## src/bfq_pkg.sv

```systemverilog
// Shared types and codes of the bulk frame queue packetizer.
package bfq_pkg;

    // Field widths fixed by the interface
    localparam int SLOT_W = 2;
    localparam int PEND_W = 3;

    // Input operation codes
    localparam logic [1:0] OP_SUBMIT = 2'd0;
    localparam logic [1:0] OP_EVENT  = 2'd1;
    localparam logic [1:0] OP_FLUSH  = 2'd2;

    // Result kinds
    localparam logic [2:0] KIND_STATUS = 3'd0;
    localparam logic [2:0] KIND_TX     = 3'd1;
    localparam logic [2:0] KIND_ZLP    = 3'd2;
    localparam logic [2:0] KIND_STORE  = 3'd3;
    localparam logic [2:0] KIND_FLUSH  = 3'd4;

    // Status codes
    localparam logic [1:0] ST_OK   = 2'd0;
    localparam logic [1:0] ST_FAIL = 2'd1;
    localparam logic [1:0] ST_BUSY = 2'd2;

    // Transmit buffer load sources
    localparam logic [1:0] SRC_NONE  = 2'd0;
    localparam logic [1:0] SRC_INPUT = 2'd1;
    localparam logic [1:0] SRC_SLOT  = 2'd2;

    // Register indexes on the configuration port
    localparam logic [1:0] REG_PACKET_SIZE = 2'd0;
    localparam logic [1:0] REG_EP_OPEN     = 2'd1;
    localparam logic [1:0] REG_THR_EN      = 2'd2;
    localparam logic [1:0] REG_THR_INTV    = 2'd3;

    typedef struct packed {
        logic [1:0]  op;
        logic [15:0] frame_length;
        logic [31:0] now_ms;
        logic        tx_accept;
    } t_item;

    typedef struct packed {
        logic [2:0]  kind;
        logic [1:0]  status;
        logic [1:0]  load_source;
        logic [1:0]  slot;
        logic [14:0] packet_offset;
        logic [10:0] packet_length;
        logic        frame_done;
        logic [2:0]  pending;
        logic        last;
    } t_result;

    typedef struct packed {
        logic [10:0] packet_size;
        logic        endpoint_open;
        logic        throttle_enable;
        logic [15:0] throttle_interval_ms;
    } t_cfg;

    // Item class decided by the front end
    typedef enum logic [2:0] {
        CMD_SUBMIT,
        CMD_BAD_LEN,
        CMD_EVENT,
        CMD_FLUSH,
        CMD_NOP
    } t_cmd;

    typedef struct packed {
        t_cmd        cls;
        logic [15:0] len;
        logic [31:0] now_ms;
        logic        accept;
    } t_cmd_beat;

endpackage

```

## src/bfq_front.sv

```systemverilog
// Front end: accepts input beats, classifies them and queues them for the executor.
module bfq_front #(
    parameter int MAX_FRAME_BYTES = 32768
) (
    input  logic                i_clk,
    input  logic                i_rst_n,
    input  bfq_pkg::t_item      i_item,
    input  logic                i_push,
    output logic                o_full,
    output bfq_pkg::t_cmd_beat  o_cmd,
    output logic                o_cmd_valid,
    input  logic                i_cmd_ready
);

    localparam logic [15:0] MAX_LEN = 16'(MAX_FRAME_BYTES);

    bfq_pkg::t_cmd_beat r_buf [2];
    logic               r_wr;
    logic               r_rd;
    logic [1:0]         r_cnt;
    bfq_pkg::t_cmd_beat cls_beat;
    logic               push_fire;
    logic               pop_fire;

    // Classify the incoming beat
    always_comb begin
        cls_beat.len    = i_item.frame_length;
        cls_beat.now_ms = i_item.now_ms;
        cls_beat.accept = i_item.tx_accept;
        case (i_item.op)
            bfq_pkg::OP_SUBMIT: begin
                if (i_item.frame_length == 16'd0 || i_item.frame_length > MAX_LEN) begin
                    cls_beat.cls = bfq_pkg::CMD_BAD_LEN;
                end else begin
                    cls_beat.cls = bfq_pkg::CMD_SUBMIT;
                end
            end
            bfq_pkg::OP_EVENT: cls_beat.cls = bfq_pkg::CMD_EVENT;
            bfq_pkg::OP_FLUSH: cls_beat.cls = bfq_pkg::CMD_FLUSH;
            default:           cls_beat.cls = bfq_pkg::CMD_NOP;
        endcase
    end

    assign o_full      = (r_cnt == 2'd2);
    assign o_cmd_valid = (r_cnt != 2'd0);
    assign o_cmd       = r_buf[r_rd];
    assign push_fire   = i_push && !o_full;
    assign pop_fire    = o_cmd_valid && i_cmd_ready;

    // Two-entry command queue pointers
    always_ff @(posedge i_clk) begin
        if (!i_rst_n) begin
            r_wr  <= 1'b0;
            r_rd  <= 1'b0;
            r_cnt <= 2'd0;
        end else begin
            if (push_fire) r_wr <= ~r_wr;
            if (pop_fire)  r_rd <= ~r_rd;
            case ({push_fire, pop_fire})
                2'b10:   r_cnt <= r_cnt + 2'd1;
                2'b01:   r_cnt <= r_cnt - 2'd1;
                default: r_cnt <= r_cnt;
            endcase
        end
    end

    // Hold the queued payload
    always_ff @(posedge i_clk) begin
        if (push_fire) r_buf[r_wr] <= cls_beat;
    end

endmodule

```

## src/bfq_back.sv

```systemverilog
// Back end: frame scheduler, slot ring, packet cutting and result staging.
module bfq_back #(
    parameter int QUEUE_DEPTH = 4
) (
    input  logic                i_clk,
    input  logic                i_rst_n,
    input  bfq_pkg::t_cfg       i_cfg,
    input  bfq_pkg::t_cmd_beat  i_cmd,
    input  logic                i_cmd_valid,
    output logic                o_cmd_ready,
    output bfq_pkg::t_result    o_result,
    output logic                o_empty,
    input  logic                i_pop
);

    localparam int IDX_W = $clog2(QUEUE_DEPTH);
    localparam int CNT_W = $clog2(QUEUE_DEPTH + 1);
    localparam int SW    = bfq_pkg::SLOT_W;
    localparam int PW    = bfq_pkg::PEND_W;
    localparam logic [IDX_W-1:0] LAST_IDX = IDX_W'(QUEUE_DEPTH - 1);
    localparam logic [CNT_W-1:0] FULL_CNT = CNT_W'(QUEUE_DEPTH);

    // Scheduler state
    logic [15:0]       r_slot_len [QUEUE_DEPTH];
    logic [IDX_W-1:0]  r_head, n_head;
    logic [IDX_W-1:0]  r_tail, n_tail;
    logic [CNT_W-1:0]  r_fill, n_fill;
    logic              r_in_flight, n_in_flight;
    logic [16:0]       r_offset, n_offset;
    logic [15:0]       r_total, n_total;
    logic [31:0]       r_last_time, n_last_time;

    // Result staging
    bfq_pkg::t_result  r_res0, r_res1;
    logic [1:0]        r_res_cnt;

    bfq_pkg::t_result  res [2];
    logic [1:0]        nres;
    logic              wr_en;
    logic              can_load;
    logic              fire;
    logic [15:0]       head_len;
    logic [16:0]       sum;
    logic [15:0]       rem;
    logic [31:0]       elapsed;
    logic              drop;
    logic [CNT_W-1:0]  fill_mid;
    logic [IDX_W-1:0]  head_inc;
    logic [IDX_W-1:0]  tail_inc;

    function automatic logic [10:0] pkt_min(logic [10:0] ps, logic [16:0] avail);
        if ({6'd0, ps} < avail) return ps;
        return avail[10:0];
    endfunction

    function automatic bfq_pkg::t_result mk_res(logic [2:0] kind, logic [1:0] status,
                                                logic [1:0] src, logic [1:0] slot,
                                                logic [14:0] off, logic [10:0] len,
                                                logic done, logic [2:0] pend);
        bfq_pkg::t_result r;
        r.kind          = kind;
        r.status        = status;
        r.load_source   = src;
        r.slot          = slot;
        r.packet_offset = off;
        r.packet_length = len;
        r.frame_done    = done;
        r.pending       = pend;
        r.last          = 1'b0;
        return r;
    endfunction

    // Result of a frame start: busy when closed, else the first packet
    function automatic bfq_pkg::t_result start_res(logic open, logic acc, logic [1:0] src,
                                                   logic [1:0] slot, logic [15:0] len,
                                                   logic [10:0] ps, logic done);
        if (!open) begin
            return mk_res(bfq_pkg::KIND_STATUS, bfq_pkg::ST_BUSY, bfq_pkg::SRC_NONE,
                          slot, 15'd0, 11'd0, done, 3'd0);
        end
        return mk_res(bfq_pkg::KIND_TX, acc ? bfq_pkg::ST_OK : bfq_pkg::ST_FAIL, src,
                      slot, 15'd0, pkt_min(ps, {1'b0, len}), done, 3'd0);
    endfunction

    assign can_load    = (r_res_cnt == 2'd0) || (r_res_cnt == 2'd1 && i_pop);
    assign o_cmd_ready = can_load;
    assign fire        = i_cmd_valid && can_load;
    assign o_empty     = (r_res_cnt == 2'd0);
    assign o_result    = r_res0;

    assign head_len = r_slot_len[r_head];
    assign head_inc = (r_head == LAST_IDX) ? '0 : r_head + IDX_W'(1);
    assign tail_inc = (r_tail == LAST_IDX) ? '0 : r_tail + IDX_W'(1);
    assign sum      = r_offset + {6'd0, i_cfg.packet_size};
    assign rem      = r_total - sum[15:0];
    assign elapsed  = (r_last_time != 32'd0) ? i_cmd.now_ms - r_last_time
                                             : {16'd0, i_cfg.throttle_interval_ms};
    assign drop     = i_cfg.throttle_enable && (elapsed < {16'd0, i_cfg.throttle_interval_ms});

    // Work out one command: next state and up to two results
    always_comb begin
        n_head      = r_head;
        n_tail      = r_tail;
        n_fill      = r_fill;
        n_in_flight = r_in_flight;
        n_offset    = r_offset;
        n_total     = r_total;
        n_last_time = r_last_time;
        res[0]      = '0;
        res[1]      = '0;
        nres        = 2'd0;
        wr_en       = 1'b0;
        fill_mid    = r_fill;
        case (i_cmd.cls)
            bfq_pkg::CMD_BAD_LEN: begin
                res[0] = mk_res(bfq_pkg::KIND_STATUS, bfq_pkg::ST_FAIL, bfq_pkg::SRC_NONE,
                                2'd0, 15'd0, 11'd0, 1'b0, 3'd0);
                nres   = 2'd1;
            end
            bfq_pkg::CMD_SUBMIT: begin
                if (i_cfg.throttle_enable && !drop) n_last_time = i_cmd.now_ms;
                if (drop) begin
                    res[0] = mk_res(bfq_pkg::KIND_STATUS, bfq_pkg::ST_OK, bfq_pkg::SRC_NONE,
                                    2'd0, 15'd0, 11'd0, 1'b0, 3'd0);
                    nres   = 2'd1;
                end else if (r_fill == '0 && !r_in_flight) begin
                    // send the frame straight away
                    res[0] = start_res(i_cfg.endpoint_open, i_cmd.accept, bfq_pkg::SRC_INPUT,
                                       2'd0, i_cmd.len, i_cfg.packet_size, 1'b0);
                    nres   = 2'd1;
                    if (i_cfg.endpoint_open) begin
                        n_total     = i_cmd.len;
                        n_offset    = 17'd0;
                        n_in_flight = i_cmd.accept;
                    end
                end else begin
                    // drain the oldest frame first when the endpoint is idle
                    if (r_fill != '0 && !r_in_flight) begin
                        res[0]   = start_res(i_cfg.endpoint_open, i_cmd.accept,
                                             bfq_pkg::SRC_SLOT, SW'(r_head), head_len,
                                             i_cfg.packet_size, 1'b0);
                        nres     = 2'd1;
                        n_head   = head_inc;
                        fill_mid = r_fill - CNT_W'(1);
                        if (i_cfg.endpoint_open) begin
                            n_total     = head_len;
                            n_offset    = 17'd0;
                            n_in_flight = i_cmd.accept;
                        end
                    end
                    if (fill_mid >= FULL_CNT) begin
                        res[nres[0]] = mk_res(bfq_pkg::KIND_STATUS, bfq_pkg::ST_FAIL,
                                              bfq_pkg::SRC_NONE, 2'd0, 15'd0, 11'd0,
                                              1'b0, 3'd0);
                        n_fill       = fill_mid;
                    end else begin
                        res[nres[0]] = mk_res(bfq_pkg::KIND_STORE, bfq_pkg::ST_OK,
                                              bfq_pkg::SRC_NONE, SW'(r_tail), 15'd0, 11'd0,
                                              1'b0, 3'd0);
                        wr_en        = 1'b1;
                        n_tail       = tail_inc;
                        n_fill       = fill_mid + CNT_W'(1);
                    end
                    nres = nres + 2'd1;
                end
            end
            bfq_pkg::CMD_EVENT: begin
                if (r_in_flight) begin
                    n_offset = sum;
                    if (sum < {1'b0, r_total}) begin
                        // advance to the next packet of the frame
                        res[0] = mk_res(bfq_pkg::KIND_TX,
                                        i_cmd.accept ? bfq_pkg::ST_OK : bfq_pkg::ST_FAIL,
                                        bfq_pkg::SRC_NONE, 2'd0, sum[14:0],
                                        pkt_min(i_cfg.packet_size, {1'b0, rem}), 1'b0, 3'd0);
                        nres   = 2'd1;
                        if (!i_cmd.accept) begin
                            n_in_flight = 1'b0;
                            if (r_fill != '0) begin
                                res[1] = start_res(i_cfg.endpoint_open, i_cmd.accept,
                                                   bfq_pkg::SRC_SLOT, SW'(r_head), head_len,
                                                   i_cfg.packet_size, 1'b0);
                                nres   = 2'd2;
                                n_head = head_inc;
                                n_fill = r_fill - CNT_W'(1);
                                if (i_cfg.endpoint_open) begin
                                    n_total     = head_len;
                                    n_offset    = 17'd0;
                                    n_in_flight = i_cmd.accept;
                                end
                            end
                        end
                    end else begin
                        // frame finished: start the next queued one
                        n_in_flight = 1'b0;
                        nres        = 2'd1;
                        if (r_fill != '0) begin
                            res[0] = start_res(i_cfg.endpoint_open, i_cmd.accept,
                                               bfq_pkg::SRC_SLOT, SW'(r_head), head_len,
                                               i_cfg.packet_size, 1'b1);
                            n_head = head_inc;
                            n_fill = r_fill - CNT_W'(1);
                            if (i_cfg.endpoint_open) begin
                                n_total     = head_len;
                                n_offset    = 17'd0;
                                n_in_flight = i_cmd.accept;
                            end
                        end else begin
                            res[0] = mk_res(bfq_pkg::KIND_STATUS, bfq_pkg::ST_OK,
                                            bfq_pkg::SRC_NONE, 2'd0, 15'd0, 11'd0,
                                            1'b1, 3'd0);
                        end
                    end
                end else begin
                    // idle completion: zero-length packet
                    res[0] = mk_res(bfq_pkg::KIND_ZLP,
                                    i_cmd.accept ? bfq_pkg::ST_OK : bfq_pkg::ST_FAIL,
                                    bfq_pkg::SRC_NONE, 2'd0, 15'd0, 11'd0, 1'b0, 3'd0);
                    nres   = 2'd1;
                end
            end
            bfq_pkg::CMD_FLUSH: begin
                res[0]      = mk_res(bfq_pkg::KIND_FLUSH, bfq_pkg::ST_OK, bfq_pkg::SRC_NONE,
                                     2'd0, 15'd0, 11'd0, 1'b0, PW'(r_fill));
                nres        = 2'd1;
                n_head      = '0;
                n_tail      = '0;
                n_fill      = '0;
                n_in_flight = 1'b0;
                n_offset    = 17'd0;
                n_total     = 16'd0;
            end
            default: begin
                nres = 2'd0;
            end
        endcase
        // mark the final result of the item
        if (nres == 2'd1) res[0].last = 1'b1;
        if (nres == 2'd2) res[1].last = 1'b1;
    end

    // Advance scheduler state on each executed command
    always_ff @(posedge i_clk) begin
        if (!i_rst_n) begin
            r_head      <= '0;
            r_tail      <= '0;
            r_fill      <= '0;
            r_in_flight <= 1'b0;
            r_offset    <= 17'd0;
            r_total     <= 16'd0;
            r_last_time <= 32'd0;
        end else if (fire) begin
            r_head      <= n_head;
            r_tail      <= n_tail;
            r_fill      <= n_fill;
            r_in_flight <= n_in_flight;
            r_offset    <= n_offset;
            r_total     <= n_total;
            r_last_time <= n_last_time;
        end
    end

    // Store frame lengths into the ring
    always_ff @(posedge i_clk) begin
        if (fire && wr_en) r_slot_len[r_tail] <= i_cmd.len;
    end

    // Stage results and shift them out one beat at a time
    always_ff @(posedge i_clk) begin
        if (!i_rst_n) begin
            r_res_cnt <= 2'd0;
        end else if (fire) begin
            r_res_cnt <= nres;
        end else if (i_pop && !o_empty) begin
            r_res_cnt <= r_res_cnt - 2'd1;
        end
    end

    always_ff @(posedge i_clk) begin
        if (fire) begin
            r_res0 <= res[0];
            r_res1 <= res[1];
        end else if (i_pop && r_res_cnt == 2'd2) begin
            r_res0 <= r_res1;
        end
    end

endmodule

```

## src/bulk_frame_queue_packetizer.sv

```systemverilog
// Top level: configuration registers and the front and back ends.
//
// Bulk IN frame scheduler. A pushed item enters a two-entry command queue; the
// scheduler executes it while it is at the queue head and the result stage can take
// its results, which are registered onto the result port. The scheduler executes
// one item per cycle while the result stage can take it; an item yields zero, one or
// two result beats, and the result stage hands out one beat per cycle while popped.
// A new item is taken into the command queue while results still wait to be popped.
// Registers sit at byte addresses 0 (packet_size), 4 (endpoint_open),
// 8 (throttle_enable) and 12 (throttle_interval_ms); write them only while idle.
module bulk_frame_queue_packetizer #(
    parameter int QUEUE_DEPTH     = 4,
    parameter int MAX_FRAME_BYTES = 32768
) (
    input  logic              i_clk,
    input  logic              i_rst_n,
    input  bfq_pkg::t_item    i_item,
    input  logic              push,
    output logic              full,
    output bfq_pkg::t_result  o_result,
    output logic              empty,
    input  logic              pop,
    input  logic              psel,
    input  logic              penable,
    input  logic              pwrite,
    input  logic [3:0]        paddr,
    input  logic [31:0]       pwdata,
    output logic [31:0]       prdata,
    output logic              pready
);

    bfq_pkg::t_cfg       r_cfg;
    bfq_pkg::t_cmd_beat  cmd;
    logic                cmd_valid;
    logic                cmd_ready;
    logic                cfg_wr;

    assign pready = 1'b1;
    assign cfg_wr = psel && penable && pwrite && pready;

    // Write configuration registers
    always_ff @(posedge i_clk) begin
        if (!i_rst_n) begin
            r_cfg.packet_size          <= 11'd512;
            r_cfg.endpoint_open        <= 1'b1;
            r_cfg.throttle_enable      <= 1'b0;
            r_cfg.throttle_interval_ms <= 16'd5000;
        end else if (cfg_wr) begin
            case (paddr[3:2])
                bfq_pkg::REG_PACKET_SIZE: r_cfg.packet_size          <= pwdata[10:0];
                bfq_pkg::REG_EP_OPEN:     r_cfg.endpoint_open        <= pwdata[0];
                bfq_pkg::REG_THR_EN:      r_cfg.throttle_enable      <= pwdata[0];
                bfq_pkg::REG_THR_INTV:    r_cfg.throttle_interval_ms <= pwdata[15:0];
                default:                  r_cfg <= r_cfg;
            endcase
        end
    end

    // Read back the addressed register
    always_comb begin
        case (paddr[3:2])
            bfq_pkg::REG_PACKET_SIZE: prdata = {21'd0, r_cfg.packet_size};
            bfq_pkg::REG_EP_OPEN:     prdata = {31'd0, r_cfg.endpoint_open};
            bfq_pkg::REG_THR_EN:      prdata = {31'd0, r_cfg.throttle_enable};
            bfq_pkg::REG_THR_INTV:    prdata = {16'd0, r_cfg.throttle_interval_ms};
            default:                  prdata = 32'd0;
        endcase
    end

    bfq_front #(
        .MAX_FRAME_BYTES (MAX_FRAME_BYTES)
    ) u_front (
        .i_clk       (i_clk),
        .i_rst_n     (i_rst_n),
        .i_item      (i_item),
        .i_push      (push),
        .o_full      (full),
        .o_cmd       (cmd),
        .o_cmd_valid (cmd_valid),
        .i_cmd_ready (cmd_ready)
    );

    bfq_back #(
        .QUEUE_DEPTH (QUEUE_DEPTH)
    ) u_back (
        .i_clk       (i_clk),
        .i_rst_n     (i_rst_n),
        .i_cfg       (r_cfg),
        .i_cmd       (cmd),
        .i_cmd_valid (cmd_valid),
        .o_cmd_ready (cmd_ready),
        .o_result    (o_result),
        .o_empty     (empty),
        .i_pop       (pop)
    );

endmodule

```

## config.mk

```make
export PLATFORM = sky130hd
export DESIGN_NAME = bulk_frame_queue_packetizer
export DESIGN_NICKNAME = d
export VERILOG_FILES = /design/src/bfq_pkg.sv /design/src/bfq_front.sv /design/src/bfq_back.sv /design/src/bulk_frame_queue_packetizer.sv
export SDC_FILE = /design/constraint.sdc
export NUM_CORES = 1
export LEC_CHECK = 0
export BUFFER_PORTS_ARGS = -buffer_cell sky130_fd_sc_hd__buf_4
export CAP_MARGIN = 5
export CORE_MARGIN = 10
export CORE_UTILIZATION = 45
export CTS_CLUSTER_SIZE = 28
export DETAILED_ROUTE_END_ITERATION = 10
export PLACE_DENSITY = 0.67
export SYNTH_ARGS = -nofsm -noshare
export SYNTH_HDL_FRONTEND = slang
export SYNTH_SLANG_ARGS = --single-unit
export TNS_END_PERCENT = 10
```

## constraint.sdc

```tcl
create_clock -name i_clk -period 8.1 [get_ports i_clk]
set_input_delay 1.215 -clock i_clk [delete_from_list [all_inputs] [get_ports i_clk]]
set_output_delay 1.215 -clock i_clk [all_outputs]
set_load 0.01 [all_outputs]
```

==> summary.txt <==
final hold violation count: 0
Slowest Stage Delay on Critical Path: 0.86 ns
cts-stage hold buffer count: 0
clk_skew: 0.0295 ns
number of remaining DRC errors: 0
core area: 42200 um2
Avg WL per Cell: 20.7 um
outcome: finished clean
GRT Residual Overflow: 0
crit end category: flip-flop
Worst Max-Slew Pin Slew: 1.28 ns
CP Capture Point: u_back.r_slot_len[0][13]$_DFFE_PP_
Yosys top cell area share: 35.2%
cell taking the most area after synthesis: edfxtp_1
Leakage: 0.00838 uW
largest net degree at the start of global routing: 54
# fillers: 3719
FP Rows: 75
kind of start point of the critical path: flip-flop
post-cts sizing count: 0
Fmax: 138 MHz
FF-to-FF setup slack: 0.85 ns
Post-CTS Setup Bufs: 0
antenna-violating nets left: 0
syn avg cell area: 10.1 um2
area grow syn2layout: 14.0%
Buf/Inv on CP: 2
Worst path slowest cell: dfxtp_2
Die Wd: 227 um
Placement Setup Slack: 0.890 ns
critical path's most frequent cell: a21oi_1
Vias: 15.2k
Hold Crit Class: reg2reg
top-count cell post-synth: edfxtp_1
Via density: 5.85
antenna diode count: 0
Initial DRT Pass Iterations: 6
GR Util All Layers: 20.5%
setup violators final: 0
height of the die: 227 um
clock-pin slew on the worst setup and hold paths: 0.06 ns
ys async rst share: 0%
largest buffer count on any clock path: 3
Mapped Area: 19300 um2
dpl hpwl: 39.9 mm
Yosys reg bits: 338
layout cells sized above 1: 14.8%
Final WS setup: 0.853 ns
worst r2r path cells: 23
clock insertion delay at the later pin of the skew report: 0.58 ns
design area: 22100 um2
initial DRC count: 1386
Design Power: 6690 uW
clock sinks: 338
initial antenna violation count: 0
RSZ-0062 raised after global routing: no
Post-DP Area: 20800 um2
CP required: 8.28 ns
Crit Path Category: reg2reg
first-pass GRT wire length: 83.2 mm
port bufs: 133
final net count: 2256
YS warnings: 0
Setup TNS Final: 0 ns
CTS HTree Levels: 2
VDD IR-drop max: 0.182 mV
Netlist cell types: 79
Max-Cap Viols: 0
top post-synthesis cells by area: edfxtp_1 35%, dfxtp_1 11%, ha_1 8.5%, mux2i_1 4.1%, a21oi_1 4.0%
CP Data Arrival Time: 7.43 ns
routability cong.: 0.949
family with the most delay on the worst path: simple AND/OR/NAND/NOR gates
CTS Buf Count: 38
ys flop type: edfxtp_1
critical-path cell list: buf_4 -> mux2i_1 -> ha_1 -> inv_1 -> fa_1 -> a21oi_1 -> nand4b_1 -> and3_1 -> o22ai_1 -> nor2_1 -> xor2_1 -> o21ai_0 -> ha_1 -> a21oi_1 -> nand2_1 -> a211oi_1 -> o211ai_1 -> or4_1 -> or4_4 -> o21ai_4 -> a21oi_1 -> nor4b_1 -> and2_1
number of global-route vias before repair: 14.9k
I/O pin cnt: 169
Synth top cells by count: 227 x edfxtp_1, 188 x nand2_1, 153 x a21oi_1, 138 x nor2_1, 137 x inv_1
DRT Wirelength: 53.8 mm
Cells after Synth: 1914
Slew HR: 13.9%
EDFF count, synth: 227
final worst path period share: 89.5%
WP depth: 23
CTS tree: built
RR Endpoint: u_back.r_slot_len[0][13]$_DFFE_PP_
CP max FO: 26
P per Cell Area: 304 nW/um2
Initial Util: 45.8%
Clock Tree Root: clkbuf_16
total die area: 51700 um2
post-synthesis sequential area ratio: 46.7%
Final min period: 7.25 ns
fin. max-slew vios: 0
-- cells by family after synthesis --
kind of cell	count (synthesis)	share of synthesized area, %
AND/OR/NAND/NOR	515	12.3
AO/OA/AOI/OAI	492	16.2
flip-flops	338	46.7
buffers and inverters	246	5.25
adder cells (fa/ha/maj)	135	8.85
multiplexers	134	8.29
XOR/XNOR	52	2.35
other	2	0.0388
-- per-layer routing --
layer  vias up  GRT usage (%)  wire length [um]
met5         -              0                 0
met4         0           7.03              1490
met3        81           4.08              4260
met2       580           31.5             23600
met1      7295           28.2             24500
li1       7222              -                 -
-- layout by cell type (no fill, tap or decap), drive strengths merged, types with 14 or more instances in the layout --
| cell | n |
|---|---|
| nor4 | 17 |
| buf | 166 |
| xor2 | 23 |
| nand3 | 33 |
| mux2i | 80 |
| o21ai | 105 |
| a211oi | 26 |
| mux4 | 17 |
| a21o | 20 |
| mux2 | 37 |
| o21a | 21 |
| nand2 | 188 |
| a31oi | 20 |
| nor2 | 138 |
| ha | 132 |
| clkbuf | 52 |
| nand2b | 15 |
| clkinv | 14 |
| edfxtp | 227 |
| nand4 | 21 |
| conb | 17 |
| o22a | 16 |
| xnor2 | 29 |
| dfxtp | 111 |
| a21oi | 155 |
| nor3 | 28 |
| o22ai | 18 |
| o211ai | 20 |
| and3 | 18 |
| inv | 139 |
-- layout make-up --
type | count | area (um2) | share of cell area (%)
Multi-Input combinational cell | 1345 | 9360 | 42.5
Clock inverter | 18 | 178 | 0.806
Tap cell | 539 | 674 | 3.06
Timing Repair Buffer | 166 | 1250 | 5.65
Sequential cell | 338 | 9040 | 41.0
Inverter | 138 | 518 | 2.35
Clock buffer | 52 | 1030 | 4.69
-- flip-flops by register name, summed over array words and instances (netlist names), named ones only --
signal and count:
u_back.r_last_time 32, u_back.r_in_flight 1, u_back.r_res_cnt 2, u_back.r_slot_len 64, r_cfg 29, u_front.r_buf 104
u_back.r_res1 19, u_back.r_offset 17, u_back.o_result 40, u_front.r_wr 1, u_front.r_cnt 2, u_front.r_rd 1
u_back.r_fill 3, u_back.r_total 16, u_back.r_tail 2, u_back.r_head 2
-- tightest hold or removal path, cell delays in order (launching register included) --
cell,delay (ns)
dfxtp_1,0.31
nand2_1,0.06
a21oi_1,0.05
-- how the worst min path moves through the flow --
stage / from / endpoint / cells past startpoint
2_1_floorplan: r_cfg[2]$_SDFFE_PN0P_ / r_cfg[2]$_SDFFE_PN0P_ / 2
3_3_place_gp: r_cfg[2]$_SDFFE_PN0P_ / r_cfg[2]$_SDFFE_PN0P_ / 2
3_5_place_dp: u_back.r_offset[8]$_SDFFE_PN0P_ / u_back.r_offset[8]$_SDFFE_PN0P_ / 2
4_1_cts: u_back.r_offset[8]$_SDFFE_PN0P_ / u_back.r_offset[8]$_SDFFE_PN0P_ / 2
5_1_grt: u_back.r_offset[0]$_SDFFE_PN0P_ / u_back.r_offset[0]$_SDFFE_PN0P_ / 2
6_report: r_cfg[2]$_SDFFE_PN0P_ / r_cfg[2]$_SDFFE_PN0P_ / 2
-- per-stage QoR --
| stage | hold WS [ns] | util, % | instances |
|---|---|---|---|
| after detailed placement | 0.456 | 49.4 | 2526 |
| after floorplan | 0.436 | - | 1929 |
| after CTS | 0.465 | 52.2 | 2596 |
| final | 0.468 | 52.2 | 2596 |
| after global placement | 0.448 | 49.4 | 2526 |
| after global routing | 0.479 | 52.2 | 2596 |
-- power by group --
| group | internal (uW) | total, uW | switching (uW) |
|---|---|---|---|
| clock | 942 | 1680 | 736 |
| sequential | 2220 | 2370 | 153 |
| combinational | 1020 | 2650 | 1620 |
No activity file was read; power rests on OpenSTA's default activity.
